[src/distance_vector_route_update_core_macros.svh]
// ----------------------------------------------------------------------------
// distance vector route update core assertion macros
// shared assertion forms for the routing table core
// ----------------------------------------------------------------------------
`ifndef DISTANCE_VECTOR_ROUTE_UPDATE_CORE_MACROS_SVH
`define DISTANCE_VECTOR_ROUTE_UPDATE_CORE_MACROS_SVH

// same-cycle implication
`define DVR_ASSERT_NOW(label, clk, rst, cond, expr, msg) \
  label: assert property (@(posedge clk) disable iff (rst) (cond) |-> (expr)) \
    else $error(msg);

// next-cycle implication
`define DVR_ASSERT_NEXT(label, clk, rst, cond, expr, msg) \
  label: assert property (@(posedge clk) disable iff (rst) (cond) |=> (expr)) \
    else $error(msg);

`endif

[src/dvr_pkg.sv]
// ----------------------------------------------------------------------------
// dvr_pkg
// types and constants shared by the routing table update core
// ----------------------------------------------------------------------------
package dvr_pkg;

  localparam logic [15:0] DIST_INF = 16'hFFFF;

  localparam logic [1:0] ACT_LOAD     = 2'd0;
  localparam logic [1:0] ACT_ADVERT   = 2'd1;
  localparam logic [1:0] ACT_ANNOUNCE = 2'd2;

  typedef enum logic [1:0] {
    CMD_LOAD,
    CMD_ADVERT,
    CMD_ANNOUNCE
  } cmd_kind_t;

  typedef struct packed {
    cmd_kind_t   kind;
    logic [2:0]  nb;
    logic [2:0]  dest;
    logic [15:0] cost;
    logic        last;
    logic        relax;
  } cmd_t;

  typedef struct packed {
    logic [2:0]  hop;
    logic [15:0] cost;
  } entry_t;

  localparam int ENTRY_W = $bits(entry_t);

  typedef enum logic [1:0] {
    BK_IDLE,
    BK_RELAX,
    BK_EMIT_RD,
    BK_EMIT_WR
  } back_state_t;

endpackage

[src/distance_vector_route_update_core.sv]
// ----------------------------------------------------------------------------
// distance_vector_route_update_core
// distance vector routing table with relaxation of neighbor adverts
// ----------------------------------------------------------------------------
//
//  channel   handshake              payload
//  -------   --------------------   ------------------------------------------
//  input     in_valid / in_ready    action, neighbor, dest, distance, last
//  output    out_valid / out_ready  out_dest, out_distance, out_next_hop,
//                                   out_last
//
//  a two-word command queue parts the input side from the table sequencer
//  load: one table write in the sequencer; advert element: table read, then
//  add, compare and write back through the single write port
//  table emission: one entry per cycle while out_ready holds
//  reset clears the entry valid bits directly, no clearing pass
//  a stalled output holds the sequencer; the queue keeps taking words until full
//
`include "distance_vector_route_update_core_macros.svh"

module distance_vector_route_update_core #(
  parameter int NODES = 8
) (
  input  logic        clk,
  input  logic        rst,
  input  logic        in_valid,
  output logic        in_ready,
  input  logic [1:0]  action,
  input  logic [2:0]  neighbor,
  input  logic [2:0]  dest,
  input  logic [15:0] distance,
  input  logic        last,
  output logic        out_valid,
  input  logic        out_ready,
  output logic [2:0]  out_dest,
  output logic [15:0] out_distance,
  output logic [2:0]  out_next_hop,
  output logic        out_last
);

  localparam int AW = (NODES > 1) ? $clog2(NODES) : 1;

  logic            cmd_valid;
  logic            cmd_ready;
  dvr_pkg::cmd_t   cmd;
  logic            we;
  logic [AW-1:0]   waddr;
  dvr_pkg::entry_t wdata;
  logic            re_a;
  logic [AW-1:0]   raddr_a;
  dvr_pkg::entry_t rdata_a;
  logic            re_b;
  logic [AW-1:0]   raddr_b;
  dvr_pkg::entry_t rdata_b;
  logic            emitting;
  logic            out_fire;

  dvr_front #(
    .NODES (NODES)
  ) u_front (
    .clk       (clk),
    .rst       (rst),
    .in_valid  (in_valid),
    .in_ready  (in_ready),
    .action    (action),
    .neighbor  (neighbor),
    .dest      (dest),
    .distance  (distance),
    .last      (last),
    .cmd_valid (cmd_valid),
    .cmd_ready (cmd_ready),
    .cmd       (cmd)
  );

  dvr_back #(
    .NODES (NODES)
  ) u_back (
    .clk          (clk),
    .rst          (rst),
    .cmd_valid    (cmd_valid),
    .cmd_ready    (cmd_ready),
    .cmd          (cmd),
    .we           (we),
    .waddr        (waddr),
    .wdata        (wdata),
    .re_a         (re_a),
    .raddr_a      (raddr_a),
    .rdata_a      (rdata_a),
    .re_b         (re_b),
    .raddr_b      (raddr_b),
    .rdata_b      (rdata_b),
    .out_valid    (out_valid),
    .out_ready    (out_ready),
    .out_dest     (out_dest),
    .out_distance (out_distance),
    .out_next_hop (out_next_hop),
    .out_last     (out_last),
    .emitting     (emitting)
  );

  dvr_ram #(
    .WIDTH (dvr_pkg::ENTRY_W),
    .DEPTH (NODES)
  ) u_table (
    .clk     (clk),
    .we      (we),
    .waddr   (waddr),
    .wdata   (wdata),
    .re_a    (re_a),
    .raddr_a (raddr_a),
    .rdata_a (rdata_a),
    .re_b    (re_b),
    .raddr_b (raddr_b),
    .rdata_b (rdata_b)
  );

  assign out_fire = out_valid && out_ready;

  `DVR_ASSERT_NEXT(a_out_hold, clk, rst, out_valid && !out_ready, out_valid && $stable(out_dest) && $stable(out_distance), "word dropped while stalled")
  `DVR_ASSERT_NEXT(a_table_streams, clk, rst, out_fire && !out_last, out_valid, "table gap")
  `DVR_ASSERT_NOW(a_partial_table, clk, rst, out_valid && !out_last, emitting, "stray entry")

endmodule

[src/dvr_ram.sv]
// ----------------------------------------------------------------------------
// dvr_ram
// generic ram, one write port and two registered read ports
// ----------------------------------------------------------------------------
module dvr_ram #(
  parameter int WIDTH = 19,
  parameter int DEPTH = 8,
  localparam int AW = (DEPTH > 1) ? $clog2(DEPTH) : 1
) (
  input  logic             clk,
  input  logic             we,
  input  logic [AW-1:0]    waddr,
  input  logic [WIDTH-1:0] wdata,
  input  logic             re_a,
  input  logic [AW-1:0]    raddr_a,
  output logic [WIDTH-1:0] rdata_a,
  input  logic             re_b,
  input  logic [AW-1:0]    raddr_b,
  output logic [WIDTH-1:0] rdata_b
);

  logic [WIDTH-1:0] mem [DEPTH];

  always_ff @(posedge clk) begin
    if (we) begin
      mem[waddr] <= wdata;
    end
    if (re_a) begin
      rdata_a <= mem[raddr_a];
    end
    if (re_b) begin
      rdata_b <= mem[raddr_b];
    end
  end

endmodule

[src/dvr_front.sv]
// ----------------------------------------------------------------------------
// dvr_front
// accepts input words, classifies them and queues commands for the back end
// ----------------------------------------------------------------------------
module dvr_front #(
  parameter int NODES = 8
) (
  input  logic          clk,
  input  logic          rst,
  input  logic          in_valid,
  output logic          in_ready,
  input  logic [1:0]    action,
  input  logic [2:0]    neighbor,
  input  logic [2:0]    dest,
  input  logic [15:0]   distance,
  input  logic          last,
  output logic          cmd_valid,
  input  logic          cmd_ready,
  output dvr_pkg::cmd_t cmd
);

  dvr_pkg::cmd_t cmd_in;
  logic          keep;
  logic          nb_ok;
  logic          dest_ok;
  logic          push;
  logic          pop;
  dvr_pkg::cmd_t q [2];
  logic          wp;
  logic          rp;
  logic [1:0]    count;

  assign nb_ok   = 32'(neighbor) < NODES;
  assign dest_ok = 32'(dest) < NODES;

  always_comb begin
    cmd_in.kind  = dvr_pkg::CMD_LOAD;
    cmd_in.nb    = neighbor;
    cmd_in.dest  = dest;
    cmd_in.cost  = distance;
    cmd_in.last  = last;
    cmd_in.relax = 1'b0;
    keep         = 1'b0;
    unique case (action)
      dvr_pkg::ACT_LOAD: begin
        keep = dest_ok;
      end
      dvr_pkg::ACT_ADVERT: begin
        cmd_in.kind  = dvr_pkg::CMD_ADVERT;
        cmd_in.relax = nb_ok && dest_ok && (distance != dvr_pkg::DIST_INF);
        keep         = cmd_in.relax || last;
      end
      dvr_pkg::ACT_ANNOUNCE: begin
        cmd_in.kind = dvr_pkg::CMD_ANNOUNCE;
        keep        = 1'b1;
      end
      default: begin
        keep = 1'b0;
      end
    endcase
  end

  assign in_ready  = (count != 2'd2);
  assign cmd_valid = (count != 2'd0);
  assign cmd       = q[rp];
  assign push      = in_valid && in_ready && keep;
  assign pop       = cmd_valid && cmd_ready;

  always_ff @(posedge clk) begin
    if (rst) begin
      wp    <= 1'b0;
      rp    <= 1'b0;
      count <= 2'd0;
    end else begin
      if (push) begin
        wp <= ~wp;
      end
      if (pop) begin
        rp <= ~rp;
      end
      case ({push, pop})
        2'b10:   count <= count + 2'd1;
        2'b01:   count <= count - 2'd1;
        default: count <= count;
      endcase
    end
  end

  always_ff @(posedge clk) begin
    if (push) begin
      q[wp] <= cmd_in;
    end
  end

endmodule

[src/dvr_back.sv]
// ----------------------------------------------------------------------------
// dvr_back
// carries out table loads, relaxation steps and table emission
// ----------------------------------------------------------------------------
module dvr_back #(
  parameter int NODES = 8,
  localparam int AW = (NODES > 1) ? $clog2(NODES) : 1
) (
  input  logic            clk,
  input  logic            rst,
  input  logic            cmd_valid,
  output logic            cmd_ready,
  input  dvr_pkg::cmd_t   cmd,
  output logic            we,
  output logic [AW-1:0]   waddr,
  output dvr_pkg::entry_t wdata,
  output logic            re_a,
  output logic [AW-1:0]   raddr_a,
  input  dvr_pkg::entry_t rdata_a,
  output logic            re_b,
  output logic [AW-1:0]   raddr_b,
  input  dvr_pkg::entry_t rdata_b,
  output logic            out_valid,
  input  logic            out_ready,
  output logic [2:0]      out_dest,
  output logic [15:0]     out_distance,
  output logic [2:0]      out_next_hop,
  output logic            out_last,
  output logic            emitting
);

  dvr_pkg::back_state_t state;
  dvr_pkg::back_state_t state_next;
  logic                 changed;
  logic                 changed_next;
  logic [AW-1:0]        k;
  logic [AW-1:0]        k_next;
  logic [NODES-1:0]     valid;
  logic                 va;
  logic                 vb;
  dvr_pkg::cmd_t        cmd_q;
  logic                 latch_cmd;
  logic                 out_load;
  dvr_pkg::entry_t      own;
  dvr_pkg::entry_t      cur;
  logic [16:0]          sum;
  logic                 upd;
  logic                 k_end;

  // entries never written read as the reset value
  assign own.hop  = va ? rdata_a.hop : 3'd0;
  assign own.cost = va ? rdata_a.cost : dvr_pkg::DIST_INF;
  assign cur.hop  = vb ? rdata_b.hop : 3'd0;
  assign cur.cost = vb ? rdata_b.cost : dvr_pkg::DIST_INF;

  assign sum   = {1'b0, own.cost} + {1'b0, cmd_q.cost};
  assign upd   = cmd_q.relax && (own.cost != dvr_pkg::DIST_INF)
                 && (sum < {1'b0, dvr_pkg::DIST_INF}) && ({1'b0, cur.cost} > sum);
  assign k_end = (k == AW'(NODES - 1));

  assign emitting = (state == dvr_pkg::BK_EMIT_RD) || (state == dvr_pkg::BK_EMIT_WR);

  always_comb begin
    state_next   = state;
    changed_next = changed;
    k_next       = k;
    cmd_ready    = 1'b0;
    latch_cmd    = 1'b0;
    out_load     = 1'b0;
    we           = 1'b0;
    waddr        = AW'(cmd.dest);
    wdata.hop    = cmd.nb;
    wdata.cost   = cmd.cost;
    re_a         = 1'b0;
    raddr_a      = AW'(cmd.nb);
    re_b         = 1'b0;
    raddr_b      = AW'(cmd.dest);
    unique case (state)
      dvr_pkg::BK_IDLE: begin
        cmd_ready = 1'b1;
        if (cmd_valid) begin
          unique case (cmd.kind)
            dvr_pkg::CMD_LOAD: begin
              we = 1'b1;
            end
            dvr_pkg::CMD_ADVERT: begin
              re_a       = 1'b1;
              re_b       = 1'b1;
              latch_cmd  = 1'b1;
              state_next = dvr_pkg::BK_RELAX;
            end
            dvr_pkg::CMD_ANNOUNCE: begin
              k_next     = '0;
              state_next = dvr_pkg::BK_EMIT_RD;
            end
            default: begin
              state_next = dvr_pkg::BK_IDLE;
            end
          endcase
        end
      end
      dvr_pkg::BK_RELAX: begin
        waddr      = AW'(cmd_q.dest);
        wdata.hop  = cmd_q.nb;
        wdata.cost = sum[15:0];
        we         = upd;
        if (cmd_q.last && (changed || upd)) begin
          changed_next = 1'b0;
          k_next       = '0;
          state_next   = dvr_pkg::BK_EMIT_RD;
        end else begin
          changed_next = changed || upd;
          state_next   = dvr_pkg::BK_IDLE;
        end
      end
      dvr_pkg::BK_EMIT_RD: begin
        re_a       = 1'b1;
        raddr_a    = k;
        state_next = dvr_pkg::BK_EMIT_WR;
      end
      dvr_pkg::BK_EMIT_WR: begin
        if (!out_valid || out_ready) begin
          out_load = 1'b1;
          if (k_end) begin
            state_next = dvr_pkg::BK_IDLE;
          end else begin
            k_next  = AW'(k + 1'b1);
            re_a    = 1'b1;
            raddr_a = AW'(k + 1'b1);
          end
        end
      end
      default: begin
        state_next = dvr_pkg::BK_IDLE;
      end
    endcase
  end

  always_ff @(posedge clk) begin
    if (rst) begin
      state     <= dvr_pkg::BK_IDLE;
      changed   <= 1'b0;
      k         <= '0;
      valid     <= '0;
      va        <= 1'b0;
      vb        <= 1'b0;
      out_valid <= 1'b0;
    end else begin
      state   <= state_next;
      changed <= changed_next;
      k       <= k_next;
      if (we) begin
        valid[waddr] <= 1'b1;
      end
      if (re_a) begin
        va <= valid[raddr_a];
      end
      if (re_b) begin
        vb <= valid[raddr_b];
      end
      if (out_load) begin
        out_valid <= 1'b1;
      end else if (out_ready) begin
        out_valid <= 1'b0;
      end
    end
  end

  always_ff @(posedge clk) begin
    if (latch_cmd) begin
      cmd_q <= cmd;
    end
    if (out_load) begin
      out_dest     <= 3'(k);
      out_distance <= own.cost;
      out_next_hop <= own.hop;
      out_last     <= k_end;
    end
  end

endmodule

[config.mk]
export PLATFORM = sky130hd
export DESIGN_NAME = distance_vector_route_update_core
export DESIGN_NICKNAME = d
export VERILOG_FILES = /design/src/dvr_pkg.sv /design/src/distance_vector_route_update_core.sv /design/src/dvr_ram.sv /design/src/dvr_front.sv /design/src/dvr_back.sv
export VERILOG_INCLUDE_DIRS = /design/src /design/src/src
export SDC_FILE = /design/constraint.sdc
export NUM_CORES = 1
export LEC_CHECK = 0
export BUFFER_PORTS_ARGS = -buffer_cell sky130_fd_sc_hd__buf_2
export CORE_MARGIN = 3
export CORE_UTILIZATION = 65
export CTS_CLUSTER_SIZE = 10
export DETAILED_ROUTE_END_ITERATION = 16
export GPL_TIMING_DRIVEN = 0
export PLACE_DENSITY = 0.83
export SLEW_MARGIN = 40
export SYNTH_ARGS = -nofsm -noshare
export SYNTH_HDL_FRONTEND = slang
export SYNTH_HIERARCHICAL = 1
export SYNTH_SLANG_ARGS = --single-unit
[constraint.sdc]
create_clock -name clk -period 16.9 [get_ports clk]
set_clock_uncertainty 0.15 [all_clocks]
set_input_delay 3.38 -clock clk [delete_from_list [all_inputs] [get_ports clk]]
set_output_delay 3.38 -clock clk [all_outputs]
set_load 0.01 [all_outputs]
==> reports/metrics.csv <==
metric,value,unit
outcome,"finished, final reports clean",
dp_hpwl,24100,µm
vias,8943,
hold_ws,0.335,ns
finalSetupViolCount,0,
nFillCells,1177,
area_growth,13.5,%
vias_per_cell,6.85,
critPathTopFamily,simple AND/OR/NAND/NOR gates,
crit_buf_inv,5,
required,16.96,ns
hold_depth,2,
grt_pass1_vias,9037,
antenna_found_initial,0,
crit_chain,clkbuf_1 -> nand2b_1 -> ha_1 -> inv_1 -> fa_1 -> nand2b_2 -> a211o_2 -> a311oi_1 -> nor2_1 -> o22ai_1 -> a21o_1 -> ha_1 -> o21ai_0 -> nand2b_1 -> a21oi_1 -> or4_1 -> nor3_1 -> buf_4 -> nand4_1 -> a21oi_1 -> nand2b_1 -> nor3_2 -> buf_4 -> buf_4,
endpoint_kind,register,
final_util,0.766,
final_net_count,1083,
ios,54,
ctsHoldBuffers,0,
cts_buffer_depth,3,
hp-class,register to register,
crit_start,u_back/va$_SDFFE_PP0P_,
place_congestion,0.925,
grt_max_degree,22,
grt_overflow,0,
r2r_cells,24,
ir_drop,0.102,mV
path_class,register to register,
die_w,155,µm
worstHoldStart,u_back/valid[1]$_SDFFE_PP0P_,
drtPass1Iterations,6,
period_share,0.422,
rsz0062_at_grt,false,
tightest_slew,0.905,ns
max_freq,0.140,GHz
post_cts_buffers,0,
arrival,7.18,ns
antenna_cells,0,
drv_slew,0,
die-area,0.0241,mm²
timing.rr.start,u_back/va$_SDFFE_PP0P_,
track_usage,0.287,
wl_per_cell,26.2,µm
portBuffers,53,
syn_area_per_cell,16.0,µm²
p_per_area,147,mW/mm²
finalHoldViolations,0,
yosysWarnings,6,
htreeDepth,2,
die_h,155,µm
synthCells,908,
cap_violations,0,
r2r-end,u_table/mem[0][16]$_DFFE_PP_,
grt_pass1_wl,52200,µm
num_rows,53,
startpoint_type,register,
drt_iter0_drc,1134,
slew_headroom,0.396,
antenna_left,0,
path_depth,24,
critical_path.max_fanout,10,
r2r_slack,9.77,ns
remaining_drc_errors,0,
routed_wl,34200,µm
max_stage_delay,0.58,ns
syn_nets,971,
power_leakage,5.58,nW
cts_root_buf,clkbuf_16,
period_minus_slack,7.13,ns
start_util,0.674,
numCtsBuffers,36,
core,0.0215,mm²
hold_end,u_back/valid[1]$_SDFFE_PP0P_,
path_clk_slew,0.06,ns
clk_latency,0.51,ns
setup_tns,0,ns
cts_sinks,308,
cts_tree,done,
drive_above_1_share,0.288,
cpMaxStageDelayCell,or4_1,
syn-cell-area,0.0145,mm²
ctsResizeCount,0,
-- layer usage --
metal,track usage,vias to the layer above,wire length [µm]
met3,0.0579,78,3420
met5,0,-,0
met1,0.384,4468,12600
met2,0.481,539,17000
met4,0.0950,0,1170
li1,-,3858,-
-- placed cells by master (no fill, tap or decap), types with 15 or more instances in the layout --
cell type	instances
buf_2	67
o21ai_0	15
clkbuf_16	38
o21ai_1	16
a21oi_1	23
inv_1	26
dfxtp_1	22
nand2b_1	37
nor3_1	17
mux4_2	57
nand2_1	47
nand3_1	23
edfxtp_1	286
ha_1	33
mux2_2	66
mux4_1	17
nor2_1	26
clkbuf_1	26
-- stage by stage --
| stage | setup WS [ns] | cell area (µm²) | power, W | cells |
|---|---|---|---|---|
| floorplan | 10.68 | 14500 | 0.00151 | 908 |
| detailed placement | 10.02 | 15400 | 0.00174 | 1257 |
| global route | 9.47 | 16500 | 0.00252 | 1305 |
| global placement | 8.43 | 15100 | 0.00169 | 1236 |
| finish | 9.77 | 16500 | 0.00242 | 1305 |
| CTS | 9.97 | 16400 | 0.00242 | 1305 |
-- power by group --
group          leakage (nW)  internal (W)  switching, W
combinational          2.33      0.000308      0.000442
sequential             2.77      0.000968     0.0000282
clock                 0.486      0.000402      0.000273
-- worst max path at each step --
stage	endpoint	slack (ns)
floorplan	u_table/mem[0][0]$_DFFE_PP_	10.68
global placement	u_table/mem[0][12]$_DFFE_PP_	8.43
detailed placement	u_table/mem[4][12]$_DFFE_PP_	10.02
CTS	u_table/mem[4][13]$_DFFE_PP_	9.97
global route	u_table/mem[4][12]$_DFFE_PP_	9.47
finish	u_table/mem[0][16]$_DFFE_PP_	9.77
-- layout make-up --
cell class,count,area (µm²),share of cell area
sequential,308,9030,0.549
timing repair buffer,74,528,0.0321
tap,275,344,0.0209
inverter,26,97.6,0.00593
buffer,47,309,0.0188
clock buffer,46,981,0.0596
multi-input combinational,527,5150,0.313
clock inverter,2,20.0,0.00122
-- worst register-to-register path, stage by stage, from the launching register on --
cell and delay, ns:
dfxtp_1 0.32, clkbuf_1 0.36, nand2b_1 0.25, ha_1 0.23, inv_1 0.07, fa_1 0.41, nand2b_2 0.22, a211o_2 0.35
a311oi_1 0.47, nor2_1 0.17, o22ai_1 0.34, a21o_1 0.15, ha_1 0.20, o21ai_0 0.10, nand2b_1 0.08, a21oi_1 0.07
or4_1 0.58, nor3_1 0.49, buf_4 0.28, nand4_1 0.10, a21oi_1 0.28, nand2b_1 0.27, nor3_2 0.43, buf_4 0.26
buf_4 0.19
-- flip-flops by register name, indices dropped and copies added, names as in the netlist, 2 cells and up, named ones only --
signal and cells:
u_front/count 2, u_table/mem 152, u_table/rdata_b 16, u_back/cmd_q 24, u_back/out_distance 16, u_back/valid 8
u_front/q 52, u_back/out_dest 3, u_back/out_next_hop 3, u_table/rdata_a 19, u_back/state 2, u_back/k 3
(Power assumes the default switching activity.)
